**config.mk**
```make
export PLATFORM = sky130hd
export DESIGN_NAME = bam_ram
export DESIGN_NICKNAME = d
export VERILOG_FILES = /design/src/sv/bam_ram.sv
export SDC_FILE = /design/constraint.sdc
export NUM_CORES = 1
export LEC_CHECK = 0
export BUFFER_PORTS_ARGS = -buffer_cell sky130_fd_sc_hd__buf_2
export CAP_MARGIN = 20
export CORE_MARGIN = 2
export CORE_UTILIZATION = 40
export CTS_CLUSTER_DIAMETER = 40
export DETAILED_ROUTE_END_ITERATION = 8
export REMOVE_ABC_BUFFERS = 1
export SETUP_SLACK_MARGIN = 0.15
export SYNTH_ARGS = -nofsm -noshare
export SYNTH_HDL_FRONTEND = slang
export SYNTH_SLANG_ARGS = --single-unit
```
**constraint.sdc**
```tcl
create_clock -name i_clk -period 5.5 [get_ports i_clk]
set_input_delay 0.825 -clock i_clk [delete_from_list [all_inputs] [get_ports i_clk]]
set_output_delay 0.825 -clock i_clk [all_outputs]
set_load 0.01 [all_outputs]
```
**src/sv/bam_ram.sv**
```systemverilog
// Generic single-port RAM with registered read data.
`timescale 1ns / 1ps
`default_nettype none

module bam_ram #(
    parameter int WIDTH = 8,
    parameter int DEPTH = 16
) (
    input  wire logic                                    i_clk,
    input  wire logic                                    i_en,
    input  wire logic                                    i_we,
    input  wire logic [((DEPTH > 1) ? $clog2(DEPTH) : 1)-1:0] i_addr,
    input  wire logic [WIDTH-1:0]                        i_wdata,
    output      logic [WIDTH-1:0]                        o_rdata
);

    logic [WIDTH-1:0] r_mem [DEPTH];
    logic [WIDTH-1:0] r_rdata;

    // On enable, write when i_we is set, otherwise register the read word
    always_ff @(posedge i_clk) begin
        if (i_en) begin
            if (i_we) begin
                r_mem[i_addr] <= i_wdata;
            end else begin
                r_rdata <= r_mem[i_addr];
            end
        end
    end

    assign o_rdata = r_rdata;

endmodule

`default_nettype wire

```
==> flow_metrics.tcl <==
set metrics [dict create \
    drv_cap 0 \
    synth_area_sq_um 5240 \
    crit_arrival_ps 2500 \
    setup-violations-final 0 \
    drt_first_pass_iters 4 \
    r2r_cells 3 \
    synth_area_leaders "edfxtp_1, mux4_1, mux4_2" \
    min_period_ps 2470 \
    synth_top_area_cell "edfxtp_1" \
    setup_slack_ps 3030 \
    clk_latency_ps 410 \
    grt_pass1_wl_um 15200 \
    crit_type "in -> reg" \
    rr_startpoint "r_mem[9][0]" \
    numClockSinks 136 \
    drive_gt1_share_pct 24.4 \
    internal_power_mw 1.99 \
    pin_count 23 \
    irDropWorstVdd_mv 0.232 \
    seqPwrFrac_pct 47.6 \
    max_freq_mhz 405 \
    worstMarginPinSlew_ps 1000 \
    track_usage_pct 15.3 \
    clock_path_buffers 2 \
    switching_share_pct 18.4 \
    skew_ps 5.66 \
    avgSynthCellArea_sq_um 22.4 \
    diodes 0 \
    cts_root_buf "clkbuf_16" \
    die-area_sq_um 14000 \
    num_vias 2415 \
    highest-signal-layer "met4" \
    clock_power_share_pct 48.5 \
    fin_tns_setup_ps 0 \
    post-dp-hpwl_um 6020 \
    routed_wl_um 9990 \
    slew_headroom_pct 32.7 \
    powerDensity_nw_per_um2 397 \
    synth-edff-count 136 \
    core_area_sq_um 12700 \
    ys_ff_latch 136 \
    cp-start-kind "primary input" \
    end_kind "register" \
    dr.first_iter.drc_count 330 \
    ys_warn_count 0 \
    area_growth_pct 17.3 \
    path_clk_slew_ps 50 \
    drc 0 \
    die_y_um 118 \
    vias_per_cell 5.35 \
    rrSetupSlack_ps 3930 \
    yosysMostFrequentCell "edfxtp_1" \
    wl_met3_um 633 \
    yosysUniqueCellTypes 18 \
    wl_met2_um 4730 \
    wire_per_inst_um 22.1 \
    hold_violations 0 \
    numCtsBuffers 17 \
    seq_area_frac_synth_pct 78.0 \
    p_sw_mw 0.448 \
    pre_cts_ws_ps 2050 \
    r2r-end "o_rdata[0]" \
    min-delay-start "r_mem[14][1]" \
    antenna_found_initial 0 \
    synth_commonest_cells "edfxtp_1, a22oi_1, mux4_1, mux4_2, nor2_1" \
    port_buffers 22 \
    ctsHoldBuffers 0 \
    rsz0062_at_grt "no" \
    yosysTopAreaCellShare_pct 78.0 \
    status "complete, no violations" \
    syn_inst 234 \
    wl_met1_um 4490 \
    fin_nets 281 \
    hold_depth 3 \
    grt_pass1_vias 2468 \
    post_cts_buffers 0 \
    crit_fanout 36 \
    post_cts_resize_count 0 \
    slew_violations 0 \
    h-tree-depth 4 \
    fp.dieW_um 118 \
    grt_max_degree 37 \
    gp_congestion 0.715 \
    ys.flop_type "edfxtp_1" \
    start_util_pct 41.2 \
    cts_tree "yes" \
    critPathRequiredTime_ps 5530 \
    gr-total-overflow 0 \
    post-route-period-util_pct 44.9 \
    antenna_left 0 \
    hp-class "reg -> reg" \
    p_comb_share_pct 3.9 \
    leakage_nw 2.02 \
    hold_end "o_rdata[1]" \
    fp-row-count 41 \
    async_flop_share_pct 0 \
]
placed cells by master (no fill, tap or decap):
cell type | netlist | routed
a22oi_1 | 16 | 16
and2_1 | 1 | 1
buf_12 | 0 | 1
buf_2 | 3 | 23
buf_4 | 0 | 1
bufinv_16 | 0 | 5
clkbuf_1 | 5 | 4
clkbuf_16 | 0 | 17
clkbuf_4 | 0 | 1
clkinv_1 | 0 | 2
clkinv_2 | 0 | 4
edfxtp_1 | 136 | 136
mux4_1 | 16 | 16
mux4_2 | 16 | 16
nand2_1 | 10 | 10
nand2b_1 | 2 | 2
nand4_1 | 1 | 1
nand4b_1 | 2 | 2
nor2_1 | 13 | 13
nor2b_1 | 3 | 3
nor3_1 | 4 | 4
or3_1 | 1 | 1
sequential cells by signal (all words and copies together), names as in the netlist:
signal,cells
r_mem,128
o_rdata,8
routing by layer:
metal	track usage, %	vias up
met1	22.0	1264
met3	4.78	11
met5	0	-
met4	6.03	0
met2	21.8	78
li1	-	1062
per-stage QoR:
step                cells  power, mW  util [%]  hold slack (ps)  area [sq um]
finish                451       2.44      48.3              767          6140
global route          451       2.51      48.3              803          6140
CTS                   449       2.45      48.1              768          6110
detailed placement    417       1.28      43.2              758          5500
global placement      416       1.27      43.2              745          5490
floorplan             221       1.22         -              710          5160
power groups by stage:
stage | Sequential [mW] | Combinational (mW) | Clock [mW]
after floorplan | 1.18 | 0.0421 | 0
after detailed placement | 1.18 | 0.0947 | 0
final | 1.16 | 0.0951 | 1.18
after CTS | 1.16 | 0.0952 | 1.20
after global routing | 1.16 | 0.103 | 1.25
after global placement | 1.18 | 0.0928 | 0
worst max-delay path, stage by stage:
cell and delay, ps:
buf_2 620, nand4b_1 310, nor2_1 730
kinds of logic (layout without fill, tap and decap cells):
family	after synthesis	count (layout)	synth area share, %
AOI/OAI and AO/OA	16	16	2.29
buffers and inverters	13	58	1.50
muxes	32	32	14.9
DFF	136	136	78.0
and+or+nand+nor	37	37	3.32
worst max-delay path by stage:
stage / depth (start not counted) / slack [ps] / from / endpoint
detailed placement: 3 / 2050 / i_addr[0] / r_mem[3][7]
finish: 3 / 3030 / i_addr[1] / r_mem[6][0]
global route: 3 / 2870 / i_addr[1] / r_mem[7][0]
floorplan: 2 / 3260 / i_addr[1] / r_mem[0][0]
CTS: 3 / 2480 / i_addr[0] / r_mem[3][0]
global placement: 3 / 2130 / i_addr[0] / r_mem[3][0]
layout make-up:
cell class / count / area, sq um
Clock buffer: 21 / 440
Clock inverter: 11 / 178
Fill cell: 1066 / 6580
Multi-Input combinational cell: 85 / 1070
Sequential cell: 136 / 4080
Tap cell: 172 / 215
Timing Repair Buffer: 26 / 150
No activity file was read; power rests on OpenSTA's default activity.
