===== config.mk =====
export PLATFORM = sky130hd
export DESIGN_NAME = bam_decode
export DESIGN_NICKNAME = d
export VERILOG_FILES = /design/src/sv/bam_pkg.sv /design/src/sv/bam_decode.sv
export SDC_FILE = /design/constraint.sdc
export NUM_CORES = 1
export LEC_CHECK = 0
export BUFFER_PORTS_ARGS = -buffer_cell sky130_fd_sc_hd__buf_2
export CAP_MARGIN = 20
export CORE_ASPECT_RATIO = 1.2
export CORE_UTILIZATION = 34
export DETAILED_ROUTE_END_ITERATION = 7
export GPL_TIMING_DRIVEN = 0
export MAX_ROUTING_LAYER = met4
export PLACE_DENSITY = 0.67
export SETUP_SLACK_MARGIN = 0.3
export SLEW_MARGIN = 30
export SYNTH_ARGS = -nofsm -noshare
export SYNTH_HDL_FRONTEND = slang
export SYNTH_SLANG_ARGS = --single-unit

===== constraint.sdc =====
create_clock -name vclk -period 8.4
set_input_delay 2.52 -clock vclk [all_inputs]
set_output_delay 2.52 -clock vclk [all_outputs]
set_load 0.005 [all_outputs]

===== src/sv/bam_pkg.sv =====
// Shared constants, codes and types for the byte-addressed data memory.
`timescale 1ns / 1ps
`default_nettype none

package bam_pkg;

    // Memory size in bytes and its split into four byte lanes
    localparam int MEMORY_BYTES = 65536;
    localparam int LANES        = 4;
    localparam int ROWS         = (MEMORY_BYTES + LANES - 1) / LANES;
    localparam int ROW_W        = (ROWS > 1) ? $clog2(ROWS) : 1;
    localparam int SPAN_W       = 33;

    // Command codes
    localparam logic CMD_READ  = 1'b0;
    localparam logic CMD_WRITE = 1'b1;

    // Access size codes
    localparam logic [1:0] SIZE_BYTE = 2'd0;
    localparam logic [1:0] SIZE_HALF = 2'd1;
    localparam logic [1:0] SIZE_WORD = 2'd2;

    // Request to one byte lane
    typedef struct packed {
        logic             we;
        logic [ROW_W-1:0] row;
        logic [7:0]       wbyte;
    } t_lane_req;

    // Read bookkeeping carried alongside the lane read
    typedef struct packed {
        logic       ok;
        logic [1:0] offset;
        logic [1:0] size;
        logic       sext;
    } t_rd_info;

endpackage

`default_nettype wire


===== src/sv/bam_decode.sv =====
// Access decode: range check, per-lane rows, write enables and write bytes.
`timescale 1ns / 1ps
`default_nettype none

module bam_decode
    import bam_pkg::*;
(
    input  wire logic                    i_cmd,
    input  wire logic [1:0]              i_access_size,
    input  wire logic                    i_sign_extend,
    input  wire logic [31:0]             i_byte_address,
    input  wire logic [31:0]             i_write_data,
    output      t_lane_req [LANES-1:0]   o_lane,
    output      t_rd_info                o_info
);

    logic [2:0]        len;
    logic              ok;
    logic [ROW_W-1:0]  base_row;
    logic [1:0]        low;

    // Turn the size code into a byte count; unused code gives zero
    always_comb begin
        case (i_access_size)
            SIZE_BYTE: len = 3'd1;
            SIZE_HALF: len = 3'd2;
            SIZE_WORD: len = 3'd4;
            default:   len = 3'd0;
        endcase
    end

    // Accept only spans that lie wholly inside the memory
    assign ok = (len != 3'd0) &&
                (({1'b0, i_byte_address} + SPAN_W'(len)) <= SPAN_W'(MEMORY_BYTES));

    assign base_row = ROW_W'(i_byte_address >> 2);
    assign low      = i_byte_address[1:0];

    // Lanes below the start offset take the byte from the next row
    always_comb begin
        logic [1:0] off;
        for (int l = 0; l < LANES; l++) begin
            off             = 2'(l) - low;
            o_lane[l].row   = base_row + ROW_W'(2'(l) < low);
            o_lane[l].we    = (i_cmd == CMD_WRITE) && ok && ({1'b0, off} < len);
            o_lane[l].wbyte = 8'(i_write_data >> {off, 3'b000});
        end
    end

    assign o_info.ok     = ok;
    assign o_info.offset = low;
    assign o_info.size   = i_access_size;
    assign o_info.sext   = i_sign_extend;

endmodule

`default_nettype wire


==> metrics.log <==
[metrics] status: complete, no violations
[metrics] largest area contributor in the synthesized netlist: sky130_fd_sc_hd__mux4_2
[metrics] post-synthesis sequential area ratio: 0%
[metrics] Post-Place Cells: 546
[metrics] worst vdd rail ir drop: 0.0000307 V
[metrics] Yosys Warn Count: 0
[metrics] CP Data Arrival Time: 5.22 ns
[metrics] Synthesized Nets: 385
[metrics] count of clock buffers in the final design: 0
[metrics] fraction of the core area covered by cells at the end of the flow: 47.5%
[metrics] worst relative slew slack: 45.3%
[metrics] Post-CTS Repair Setup Buffers: 0
[metrics] per-cell routed wire length: 14.7 um
[metrics] number of top-level pins: 166
[metrics] max frequency: 0.129 GHz
[metrics] antenna cells: 0
[metrics] overall die width: 80.9 um
[metrics] Core ar.: 7230 um^2
[metrics] Least-Margin Pin Slew: 0.820 ns
[metrics] die area: 7830 um^2
[metrics] Synth-to-Final Area Change: 35.2%
[metrics] number of antenna-violating nets in the routed design: 0
[metrics] peak fanout along the critical path: 10
[metrics] initial antenna violation count: 0
[metrics] type of the tightest min-delay check: input port to output pin
[metrics] total chip power: 171 uW
[metrics] nature of the critical path endpoint: output pin
[metrics] count of buffers inserted at the top-level ports: 155
[metrics] count of filler cells inserted in the layout: 753
[metrics] TritonRoute pass-1 iters: 4
[metrics] Pleak: 0.00158 uW
[metrics] Initial Utilization: 35.2%
[metrics] hold-fix buffers at CTS: 0
[metrics] Placer Congestion: 0.877
[metrics] largest net degree at the start of global routing: 12
[metrics] footprint of the flip-flops and latches: 0 um^2
[metrics] global route total overflow: 0
[metrics] ratio of final minimum period to clock period: 92.1%
[metrics] y dimension of the die: 96.7 um
[metrics] kind of critical path: input port to output pin
[metrics] Critical path destination: o_lane[68]
[metrics] smallest setup slack after layout: 0.664 ns
[metrics] via count of the first global-routing pass: 2,793
[metrics] Tot GR Track Use: 20.7%
[metrics] number of gates given a new drive strength after cts: 3
[metrics] Final #Nets: 542
[metrics] count of max-cap constraint violations: 0
[metrics] setup repair after global routing missed its margin: no
[metrics] final number of hold-violating endpoints: 0
[metrics] average cell area after synthesis: 8.45 um^2
[metrics] layout cells sized above 1: 50.4%
[metrics] number of cells in the finished layout apart from fillers: 546
[metrics] top cell type's share of synthesized area: 28.3%
[metrics] starting DRC count in detailed routing: 91
[metrics] Total Routed Length: 8040 um
[metrics] required time of the critical path: 5.88 ns
[metrics] pins over their slew limit: 0
[metrics] startpoint types: input port
[metrics] global-route wire length before repair: 13,000 um
[metrics] most area-consuming cells after synthesis: sky130_fd_sc_hd__mux4_2, sky130_fd_sc_hd__xnor2_1, sky130_fd_sc_hd__xor2_1, sky130_fd_sc_hd__ha_1, sky130_fd_sc_hd__buf_4
[metrics] launch point of the critical path: i_byte_address[1]
[metrics] areal power density over the cells: 49.8 nW/um^2
[metrics] layout sequential cell count: 0
[metrics] count of cell types in the netlist: 52
[metrics] final hold slack: 5.20 ns
[metrics] total setup violations reported at the end of the flow: 0
[metrics] floorplan row count: 34
[metrics] Post-Synthesis Cell Area: 2540 um^2
[metrics] Min-Delay Path Depth: 2
[metrics] HPWL reported at the end of detailed placement: 6710 um
[metrics] instance count of the mapped netlist: 301
[metrics] total via count after detailed routing: 2,923
[metrics] post-route DRC violation count: 0
[metrics] number of vias per cell after detailed routing: 5.35
[metrics] Place WS: -0.276 ns
[metrics] post-layout min period: 7.74 ns
==> final cells by class <==
type | instances | area [um^2] | share of cell area (%)
multi-input cells | 251 | 2250 | 65.6
repair buffers | 155 | 776 | 22.6
plain buffers | 41 | 260 | 7.57
well taps | 90 | 113 | 3.28
inverters | 9 | 33.8 | 0.983
==> Yosys cell counts (7+ instances only) <==
cell / number
sky130_fd_sc_hd__ha_1: 15
sky130_fd_sc_hd__buf_4: 23
sky130_fd_sc_hd__xnor2_1: 25
sky130_fd_sc_hd__nand3_1: 10
sky130_fd_sc_hd__clkbuf_1: 9
sky130_fd_sc_hd__a21oi_1: 7
sky130_fd_sc_hd__xor2_1: 25
sky130_fd_sc_hd__nand2_1: 32
sky130_fd_sc_hd__nor2_1: 26
sky130_fd_sc_hd__inv_1: 9
sky130_fd_sc_hd__nor3_1: 13
sky130_fd_sc_hd__mux4_2: 32
==> layer usage <==
metal  global-route usage (%)  vias to the layer above  wire (um)
met1                     24.5                     1366       3050
li1                         -                     1415          -
met2                     38.6                      135       4330
met5                        -                        -          0
met3                     1.13                        7        606
met4                     2.06                        0         57
==> power by group <==
group          leakage (uW)  internal (uW)  switching, uW  total (uW)
sequential                0              0              0           0
combinational       0.00158           89.1           82.3         171
clock                     0              0              0           0
==> worst max-delay path: stages <==
cell and delay [ns]:
sky130_fd_sc_hd__buf_2 0.17, sky130_fd_sc_hd__clkbuf_2 0.29, sky130_fd_sc_hd__clkbuf_2 0.34, sky130_fd_sc_hd__inv_1 0.11, sky130_fd_sc_hd__ha_1 0.31, sky130_fd_sc_hd__clkbuf_2 0.29, sky130_fd_sc_hd__clkbuf_2 0.34, sky130_fd_sc_hd__inv_1 0.08
sky130_fd_sc_hd__ha_1 0.29, sky130_fd_sc_hd__a21oi_1 0.12, sky130_fd_sc_hd__o21ai_0 0.08, sky130_fd_sc_hd__nor3_1 0.12, sky130_fd_sc_hd__buf_2 0.15
==> logic make-up (layout without fill, tap and decap cells) <==
logic type / Yosys count / after routing / share of synthesized area [%]
buf+inv: 50 / 205 / 11.3
mux: 33 / 33 / 28.7
simple gates: 122 / 122 / 26.1
compound gates: 29 / 29 / 7.97
xor+xnor: 50 / 50 / 17.2
fa+ha+maj: 17 / 17 / 8.61
==> metrics by stage <==
stage	setup TNS, ns	area [um^2]
final	0	3440
after global routing	0	3440
after CTS	0	3430
after detailed placement	-0.384	3430
after global placement	-0.266	3430
after floorplan	0	2540
==> worst min-delay path by stage <==
stage	from	to	slack, ns
after floorplan	i_sign_extend	o_info[0]	5.12
after global placement	i_byte_address[12]	o_lane[87]	5.21
after detailed placement	i_byte_address[12]	o_lane[87]	5.21
after CTS	i_byte_address[12]	o_lane[87]	5.21
after global routing	i_byte_address[14]	o_lane[89]	5.21
final	i_byte_address[12]	o_lane[87]	5.20
==> cells in the final DEF, fill, tap and decap left out, types with 3 or more instances in the layout <==
| cell type | n |
|---|---|
| sky130_fd_sc_hd__buf_2 | 159 |
| sky130_fd_sc_hd__nand2_1 | 32 |
| sky130_fd_sc_hd__mux4_2 | 32 |
| sky130_fd_sc_hd__nor2_1 | 26 |
| sky130_fd_sc_hd__xor2_1 | 25 |
| sky130_fd_sc_hd__xnor2_1 | 25 |
| sky130_fd_sc_hd__buf_4 | 23 |
| sky130_fd_sc_hd__ha_1 | 15 |
| sky130_fd_sc_hd__nor3_1 | 13 |
| sky130_fd_sc_hd__nand3_1 | 10 |
| sky130_fd_sc_hd__inv_1 | 9 |
| sky130_fd_sc_hd__a21oi_1 | 7 |
| sky130_fd_sc_hd__clkbuf_2 | 6 |
| sky130_fd_sc_hd__nand4_1 | 6 |
| sky130_fd_sc_hd__and4_1 | 5 |
| sky130_fd_sc_hd__and3_1 | 5 |
| sky130_fd_sc_hd__o21ai_0 | 5 |
| sky130_fd_sc_hd__clkbuf_1 | 4 |
| sky130_fd_sc_hd__nor4_1 | 4 |
| sky130_fd_sc_hd__buf_1 | 3 |
| sky130_fd_sc_hd__nand2b_1 | 3 |
| sky130_fd_sc_hd__nor2b_1 | 3 |
| sky130_fd_sc_hd__a31oi_1 | 3 |
Power figures use the tool's default switching activity.
