## src/sv/bam_pkg.sv

```systemverilog
// Shared constants, codes and types for the byte-addressed data memory.
`timescale 1ns / 1ps
`default_nettype none

package bam_pkg;

    // Memory size in bytes and its split into four byte lanes
    localparam int MEMORY_BYTES = 65536;
    localparam int LANES        = 4;
    localparam int ROWS         = (MEMORY_BYTES + LANES - 1) / LANES;
    localparam int ROW_W        = (ROWS > 1) ? $clog2(ROWS) : 1;
    localparam int SPAN_W       = 33;

    // Command codes
    localparam logic CMD_READ  = 1'b0;
    localparam logic CMD_WRITE = 1'b1;

    // Access size codes
    localparam logic [1:0] SIZE_BYTE = 2'd0;
    localparam logic [1:0] SIZE_HALF = 2'd1;
    localparam logic [1:0] SIZE_WORD = 2'd2;

    // Request to one byte lane
    typedef struct packed {
        logic             we;
        logic [ROW_W-1:0] row;
        logic [7:0]       wbyte;
    } t_lane_req;

    // Read bookkeeping carried alongside the lane read
    typedef struct packed {
        logic       ok;
        logic [1:0] offset;
        logic [1:0] size;
        logic       sext;
    } t_rd_info;

endpackage

`default_nettype wire

```

## src/sv/bam_extract.sv

```systemverilog
// Read assembly: rotate lane bytes into order, then zero- or sign-extend.
`timescale 1ns / 1ps
`default_nettype none

module bam_extract
    import bam_pkg::*;
(
    input  wire logic [LANES-1:0][7:0] i_lane_data,
    input  wire t_rd_info              i_info,
    output      logic [31:0]           o_value
);

    logic [LANES-1:0][7:0] ordered;

    // Pick byte k from the lane that held address base + k
    always_comb begin
        for (int k = 0; k < LANES; k++) begin
            ordered[k] = i_lane_data[2'(i_info.offset + 2'(k))];
        end
    end

    // Extend to 32 bits; out-of-range or unused size reads as zero
    always_comb begin
        o_value = 32'd0;
        if (i_info.ok) begin
            case (i_info.size)
                SIZE_BYTE: o_value = {{24{i_info.sext & ordered[0][7]}}, ordered[0]};
                SIZE_HALF: o_value = {{16{i_info.sext & ordered[1][7]}},
                                      ordered[1], ordered[0]};
                SIZE_WORD: o_value = ordered;
                default:   o_value = 32'd0;
            endcase
        end
    end

endmodule

`default_nettype wire

```

## config.mk

```make
export PLATFORM = sky130hd
export DESIGN_NAME = bam_extract
export DESIGN_NICKNAME = d
export VERILOG_FILES = /design/src/sv/bam_pkg.sv /design/src/sv/bam_extract.sv
export SDC_FILE = /design/constraint.sdc
export NUM_CORES = 1
export LEC_CHECK = 0
export BUFFER_PORTS_ARGS = -buffer_cell sky130_fd_sc_hd__buf_2
export CAP_MARGIN = 25
export CORE_UTILIZATION = 43
export DETAILED_ROUTE_END_ITERATION = 16
export GPL_TIMING_DRIVEN = 0
export PLACE_DENSITY_LB_ADDON = 0.05
export RECOVER_POWER = 50
export SLEW_MARGIN = 20
export SYNTH_ARGS = -nofsm -noshare
export SYNTH_HDL_FRONTEND = slang
export SYNTH_SLANG_ARGS = --single-unit
export TNS_END_PERCENT = 20
```

## constraint.sdc

```tcl
create_clock -name vclk -period 1.9
set_input_delay 0.38 -clock vclk [all_inputs]
set_output_delay 0.38 -clock vclk [all_outputs]
set_load 0.02 [all_outputs]
```

==> results of run 1 <==
## cell type report
| type | count | area share [%] |
|---|---|---|
| well taps | 31 | 2.00 |
| repair buffers | 75 | 26.5 |
| multi-input cells | 103 | 62.1 |
| plain buffers | 15 | 9.36 |
## kinds of logic (layout without fill, tap and decap cells)
| logic type | Yosys count | in the layout | share of synthesized area (%) |
|---|---|---|---|
| and+or+nand+nor | 42 | 42 | 15.9 |
| muxes | 37 | 37 | 63.5 |
| AOI/OAI and AO/OA | 24 | 24 | 11.1 |
| buffers and inverters | 16 | 90 | 9.46 |
## cells in the final DEF, fill, tap and decap left out, drive strengths merged
cell type	netlist	routed
buf	9	83
mux4	33	33
nand2	27	27
o21ai	23	23
and3	8	8
clkbuf	7	7
mux2i	4	4
and3b	2	2
nand3	2	2
nor2b	1	1
nor2	1	1
a21oi	1	1
nand4b	1	1
## per-layer routing
metal | GRT usage [%] | part of all wire, % | routed length [um] | vias up
met5 | 0 | 0 | 0 | -
met4 | 1.74 | 0.97 | 39 | 0
met3 | 0.930 | 7.2 | 288 | 5
met2 | 42.5 | 50 | 2030 | 75
met1 | 38.1 | 41 | 1670 | 687
li1 | - | - | - | 645
## report_power, final
| group | internal, mW | switching, mW |
|---|---|---|
| Clock | 0 | 0 |
| Sequential | 0 | 0 |
| Combinational | 0.287 | 0.258 |
## worst min-delay path, delay by kind of cell
family                 cells  cell delay (ns)
AO/OA/AOI/OAI              1             0.06
buffers and inverters      2             0.27
AND/OR/NAND/NOR            1             0.06
## worst paths after layout
| path | slack [ns] | from | to |
|---|---|---|---|
| setup / recovery | -0.12 | i_info[1] | o_value[25] |
| hold / removal | 1.15 | i_info[0] | o_value[15] |
## timing repair
action,4_1_cts,5_1_grt
buffers inserted,5,2
setup endpoints to repair,29,30
pin swaps,1,1
resized for setup,62,16
gates cloned,1,0
hold endpoints to repair,0,0
==> flow_summary.toml, run 1 <==
[outcome]
status = "complete, but fails checks"
violations = "setup timing"

[timing]
rsz0062_at_grt = "true"
finalHoldViolCount = 0
fin_hold_ws_ns = 1.15
slew_viol_final = 0
timing.final.crit_share_pct = 106
setup_violations = 16
worst_slew_margin_rel_pct = 74.1
worstMarginPinSlew_ns = 0.388
worst_slack_ns = -0.123
fin_tns_setup_ns = -1.51
fmax_mhz = 494
fin_crit_ns = 2.02

[floorplanning]
floorplan.initialDensity_pct = 45.6
die_y_um = 56.1
coreArea_sq_um = 2760
die_area_sq_um = 3140
std_cell_rows = 19
die_w_um = 56.1
pin_count = 70

[setup_path]
cp_top_family = "multiplexers"
worstSetupPathType = "input pin to output port"
max_stage_delay_ns = 0.57
cp-start-kind = "input pin"
critPathCaptureType = "output port"
critPathSlowestCell = "mux4_2"
required_ns = 1.52
crit_buf_inv = 3
cp.depth = 6
path_max_fanout = 7
worstPathCellList = "buf_12 -> mux2i_1 -> mux4_2 -> clkbuf_16 -> o21ai_4 -> buf_6"
crit_arrival_ns = 1.64

[yosys]
synth_area_leaders = "mux4_2, mux4_1, nand2_1, o21ai_0, and3_1"
syn_inst = 119
netlist.area_leader.share_pct = 52.0
yosysSeqAreaShare_pct = 0
synth.distinct_cells = 21
synth.most_common_cell = "mux4_2"
netlist_area_sq_um = 1260
yosysWarningCount = 0
synth_area_leader_cell = "mux4_2"
synth.avg_cell_area_sq_um = 10.6
syn-num-nets = 157
yosys-top-cells-count = "mux4_2, nand2_1, o21ai_0"

[finish]
register_area_sq_um = 0
nNetsFinal = 233
finalInstanceArea_sq_um = 1940
layoutNonFillerInstCount = 224
nFillCells = 227
post-route-util_pct = 70.3
clkbuf_count = 0
syn2layout_area_growth_pct = 54.3
drive_above_1_share_pct = 70.5
nFlopsAndLatches = 0
antenna_cells = 0
multi_input_area_sq_um = 1200

[placed_design]
port_buffers = 67
placed_cells = 217
place_ws_ns = -0.256
place_congestion = 0.789
placed_area_sq_um = 1630
dp_hpwl_um = 2800

[global_routing]
grt_overflow = 0
grt_pass1_wl_um = 6270
grt_pass1_vias = 1252
grt_usage_pct = 25.2
antenna_found_initial = 0
grt_max_degree = 11

[detailed_routing]
routed_wl_um = 4020
drc = 0
antenna_left = 0
viasPerCell = 6.30
drt_first_iter_violations = 64
vias = 1412
wire_per_inst_um = 18.0
dr.pass1.iters = 4

[power]
vdd_ir_drop_max_mv = 0.206
finalPower_uw = 546
cellPowerDensity_nw_per_um2 = 281
leakagePower_nw = 0.900

[hold_path]
holdPathStages = 4
hp-class = "input pin to output port"

[run]
cap_violations = 0

[cts]
ctsHoldBuffers = 0
Power figures use the tool's default switching activity.
==> run 2, diff against run 1 <==
--- a/config.mk
+++ b/config.mk
@@ -5,13 +5,15 @@
 export SDC_FILE = /design/constraint.sdc
 export NUM_CORES = 1
 export LEC_CHECK = 0
+export ABC_AREA = 1
 export BUFFER_PORTS_ARGS = -buffer_cell sky130_fd_sc_hd__buf_2
 export CAP_MARGIN = 25
-export CORE_UTILIZATION = 43
+export CORE_UTILIZATION = 45
 export DETAILED_ROUTE_END_ITERATION = 16
 export GPL_TIMING_DRIVEN = 0
 export PLACE_DENSITY_LB_ADDON = 0.05
 export RECOVER_POWER = 50
+export REMOVE_ABC_BUFFERS = 1
 export SLEW_MARGIN = 20
 export SYNTH_ARGS = -nofsm -noshare
 export SYNTH_HDL_FRONTEND = slang
==> flow_summary.toml, run 2 <==
[placed_design]
place_congestion = 0.823
dp_hpwl_um = 2790
port_buffers = 70

[finish]
clkbuf_count = 0
nNetsFinal = 428
antenna_cells = 0
final_common_cell = "nand2_1"
nFlopsAndLatches = 0
drive_above_1_share_pct = 31.7
nFillCells = 319
register_area_sq_um = 0
syn2layout_area_growth_pct = 47.5
layout_common_cells = "nand2_1, buf_2, nand3_1"

[global_routing]
antenna_found_initial = 0
grt_pass1_vias = 1772
grt_overflow = 0
grt_pass1_wl_um = 7820
grt_max_degree = 20
grt_usage_pct = 28.9

[outcome]
status = "complete, but fails checks"
violations = "setup timing"

[timing]
finalHoldViolCount = 0
fmax_mhz = 522
worst_slew_margin_rel_pct = 64.8
timing.final.crit_share_pct = 101
worst_slack_ns = -0.0165
worstMarginPinSlew_ns = 0.526
fin_crit_ns = 1.92
fin_hold_ws_ns = 1.19
setup_violations = 2
rsz0062_at_grt = "true"
slew_viol_final = 0

[detailed_routing]
dr.pass1.iters = 4
vias = 2228
drc = 0
wire_per_inst_um = 12.0
antenna_left = 0
routed_wl_um = 5170
viasPerCell = 5.16
drt_first_iter_violations = 163

[yosys]
synthMuxAreaShare_pct = 0
synth.avg_cell_area_sq_um = 4.49
synth.distinct_cells = 21
synth_area_leader_cell = "nand2_1"
syn_inst = 317
synth_fa_ha_area_share_pct = 0
yosysSeqAreaShare_pct = 0
synth_area_leaders = "nand2_1, nand3_1, inv_1, nor2_1, nand2_2"
synth_compound_area_share_pct = 3.51
netlist_area_sq_um = 1420
yosysWarningCount = 0
synth_simple_gate_area_share_pct = 74.3
synth.most_common_cell = "nand2_1"
synth_xor_area_share_pct = 0
netlist.area_leader.share_pct = 35.9
yosys-top-cells-count = "nand2_1, nand3_1, inv_1"
synth_top_family_by_area = "simple AND/OR/NAND/NOR gates"

[setup_path]
crit_arrival_ns = 1.54
cp_top_family = "simple AND/OR/NAND/NOR gates"
worstSetupPathType = "input pin to output port"
crit_buf_inv = 4
worstPathCellList = "buf_16 -> clkinv_16 -> nand2_2 -> nand2_4 -> nand2_2 -> nand3_4 -> clkinv_4 -> nor2_1 -> nor2_1 -> buf_4"
cp-start-kind = "input pin"
critPathCaptureType = "output port"
path_max_fanout = 17
critPathSlowestCell = "buf_4"
required_ns = 1.52
max_stage_delay_ns = 0.16

[power]
vdd_ir_drop_max_mv = 0.118
power_frac_seq_pct = 0
internal-power_uw = 219
leakagePower_nw = 1.36
cellPowerDensity_nw_per_um2 = 273
finalPower_uw = 573
netSwitchingFraction_pct = 61.7
p_clk_share_pct = 0
p_switching_uw = 353
pwr-share-comb_pct = 100.0

[floorplanning]
die_y_um = 58.3
std_cell_rows = 20
coreArea_sq_um = 3030
pin_count = 70
die_w_um = 58.3
floorplan.initialDensity_pct = 47.0
die_area_sq_um = 3390

[hold_path]
hp-class = "input pin to output port"

[run]
cap_violations = 0
run 2: cell count changes in the layout (fill, tap and decap cells not counted), moves of 13 or more:
| cell | change |
|---|---|
| buf_6 | -17 |
| mux4_2 | -29 |
| nor2_1 | +30 |
| nand2_1 | +103 |
| o21ai_2 | -13 |
| inv_1 | +41 |
| nand2_2 | +16 |
| nand3_1 | +46 |
run 2: kinds of logic after synthesis:
family	after synthesis
AND/OR/NAND/NOR	244
buffers and inverters	63
AO/OA/AOI/OAI	10
run 2: timing repair:
item	CTS	global route
endpoints found under the hold margin	0	0
hold buffers	0	0
buffers inserted	5	7
pin swaps	5	8
gates cloned	5	1
gates resized for setup	28	27
setup endpoints to repair	32	32
run 2: layer usage:
metal,up-vias,routed length [um],global-route usage (%)
met5,-,0,0
met4,0,65,6.46
met3,8,449,0.446
met2,119,2450,50.1
met1,981,2210,40.1
li1,1120,-,-
run 2: path summary, 6_finish.rpt:
path | start | to | slack [ns] | cells past startpoint
worst max-delay path | i_info[3] | o_value[16] | -0.02 | 10
worst min-delay path | i_info[5] | o_value[26] | 1.19 | 4
run 2: power by group through the flow:
stage	Clock (mW)	Combinational (mW)	Sequential (mW)
finish	0	0.573	0
global route	0	0.627	0
CTS	0	0.519	0
detailed placement	0	0.454	0
global placement	0	0.451	0
floorplan	0	0.300	0
run 2: area by class of cell:
type / count / area [sq um] / share of cell area [%]
multi-input combinational: 258 / 1260 / 60.0
inverter: 46 / 224 / 10.7
tap: 44 / 55.1 / 2.62
timing repair inverter: 1 / 8.76 / 0.417
timing repair buffer: 83 / 552 / 26.3
run 2: through the flow:
stage / utilization, % / cells / TNS (ns) / cell area, sq um / setup WS (ns)
after floorplan: - / 300 / -0.689 / 1290 / -0.0482
after global placement: 55.9 / 414 / -22.72 / 1690 / -0.907
after detailed placement: 56.0 / 414 / -21.79 / 1700 / -0.907
after CTS: 63.7 / 424 / 0 / 1930 / 0.00669
after global routing: 69.4 / 432 / -0.610 / 2100 / -0.0699
final: 69.4 / 432 / -0.0238 / 2100 / -0.0165
==> run 3, diff against run 2 <==
--- a/config.mk
+++ b/config.mk
@@ -8,9 +8,8 @@
 export ABC_AREA = 1
 export BUFFER_PORTS_ARGS = -buffer_cell sky130_fd_sc_hd__buf_2
 export CAP_MARGIN = 25
-export CORE_UTILIZATION = 45
+export CORE_UTILIZATION = 49
 export DETAILED_ROUTE_END_ITERATION = 16
-export GPL_TIMING_DRIVEN = 0
 export PLACE_DENSITY_LB_ADDON = 0.05
 export RECOVER_POWER = 50
 export REMOVE_ABC_BUFFERS = 1
==> constraint.sdc (replaced) <==
create_clock -name vclk -period 2
set_input_delay 0.4 -clock vclk [all_inputs]
set_output_delay 0.4 -clock vclk [all_outputs]
set_load 0.02 [all_outputs]
==> flow_summary.toml, run 3 (synthesis results as in run 2) <==
[outcome]
status = "completed"

[finish]
final_common_cell = "nand2_1"
nNetsFinal = 426
antenna_cells = 0
post-route-util_pct = 67.0
layout_common_cells = "nand2_1, buf_2, nand3_1"
drive_above_1_share_pct = 26.7
nFlopsAndLatches = 0
register_area_sq_um = 0
clkbuf_count = 0
layoutNonFillerInstCount = 417
finalInstanceArea_sq_um = 1850
syn2layout_area_growth_pct = 29.7

[power]
vdd_ir_drop_max_mv = 0.189
p_switching_uw = 302
finalPower_uw = 477
power_frac_seq_pct = 0
internal-power_uw = 175
pwr-share-comb_pct = 100.0
cellPowerDensity_nw_per_um2 = 258
netSwitchingFraction_pct = 63.2
leakagePower_nw = 1.28
p_clk_share_pct = 0

[cts]
ctsHoldBuffers = 0
post_cts_buffers = 0

[timing]
timing.final.crit_share_pct = 95.2
slew_viol_final = 0
finalHoldViolCount = 0
worstMarginPinSlew_ns = 0.290
fmax_mhz = 525
setup_violations = 0
worst_slew_margin_rel_pct = 80.6
rsz0062_at_grt = "false"
fin_crit_ns = 1.90
worst_slack_ns = 0.0965

[floorplanning]
pin_count = 70
std_cell_rows = 19
die_y_um = 55.9
coreArea_sq_um = 2760
die_area_sq_um = 3130
die_w_um = 55.9
floorplan.initialDensity_pct = 51.6

[placed_design]
place_congestion = 0.909
dp_hpwl_um = 3370
placed_area_sq_um = 1810
port_buffers = 70
placed_cells = 415
place_ws_ns = -0.00270

[global_routing]
grt_pass1_wl_um = 7300
grt_overflow = 0
grt_pass1_vias = 1734
grt_max_degree = 23
antenna_found_initial = 0
grt_usage_pct = 27.7

[setup_path]
worstSetupPathType = "input pin to output port"
crit_arrival_ns = 1.50
required_ns = 1.60
cp-start-kind = "input pin"
path_max_fanout = 15
critPathCaptureType = "output port"

[detailed_routing]
dr.pass1.iters = 4
drc = 0
vias = 2098
viasPerCell = 5.03
drt_first_iter_violations = 95
wire_per_inst_um = 10.9
antenna_left = 0
routed_wl_um = 4550

[run]
cap_violations = 0

[hold_path]
hp-class = "input pin to output port"
==> run 3: worst paths after layout <==
| check | from | to | slack [ns] | cells after the start |
|---|---|---|---|---|
| max | i_info[4] | o_value[9] | 0.1 | 9 |
| min | i_info[5] | o_value[7] | 1.25 | 4 |
==> run 3: through the flow <==
step	hold slack, ns	setup TNS, ns
2_1_floorplan	0.929	0
3_3_place_gp	1.25	0
3_5_place_dp	1.25	-0.00270
4_1_cts	1.25	0
5_1_grt	1.31	0
6_report	1.25	0
==> run 3: what timing repair did <==
item / 4_1_cts / 5_1_grt
endpoints found under the setup margin: 1 / 20
gates cloned: 0 / 2
hold endpoints to repair: 0 / 0
pin swaps: 0 / 2
gates resized for setup: 1 / 14
==> run 3: area by class of cell <==
class	count	area [sq um]
fillers	313	911
inverters	46	183
multi-input cells	255	1120
well taps	31	38.8
repair buffers	84	497
repair inverters	1	6.26
==> run 3: per-layer routing <==
| metal | GRT usage, % | up-vias | routed length, um |
|---|---|---|---|
| li1 | - | 1106 | - |
| met4 | 1.05 | 0 | 0 |
| met1 | 37.8 | 913 | 1930 |
| met3 | 2.09 | 0 | 365 |
| met5 | 0 | - | 0 |
| met2 | 50.3 | 79 | 2250 |
==> run 3: power groups by stage <==
stage	combinational (mW)	sequential, mW	clock (mW)
CTS	0.465	0	0
finish	0.477	0	0
global route	0.530	0	0
detailed placement	0.462	0	0
global placement	0.457	0	0
floorplan	0.285	0	0
==> run 3: worst max-delay path, cell delays in order <==
cell      delay (ns)
buf_2           0.17
inv_4           0.07
nand2_1         0.07
nand2_2         0.06
buf_4           0.19
nand2_1         0.07
nand3_1         0.07
a21oi_1         0.14
clkbuf_1        0.24
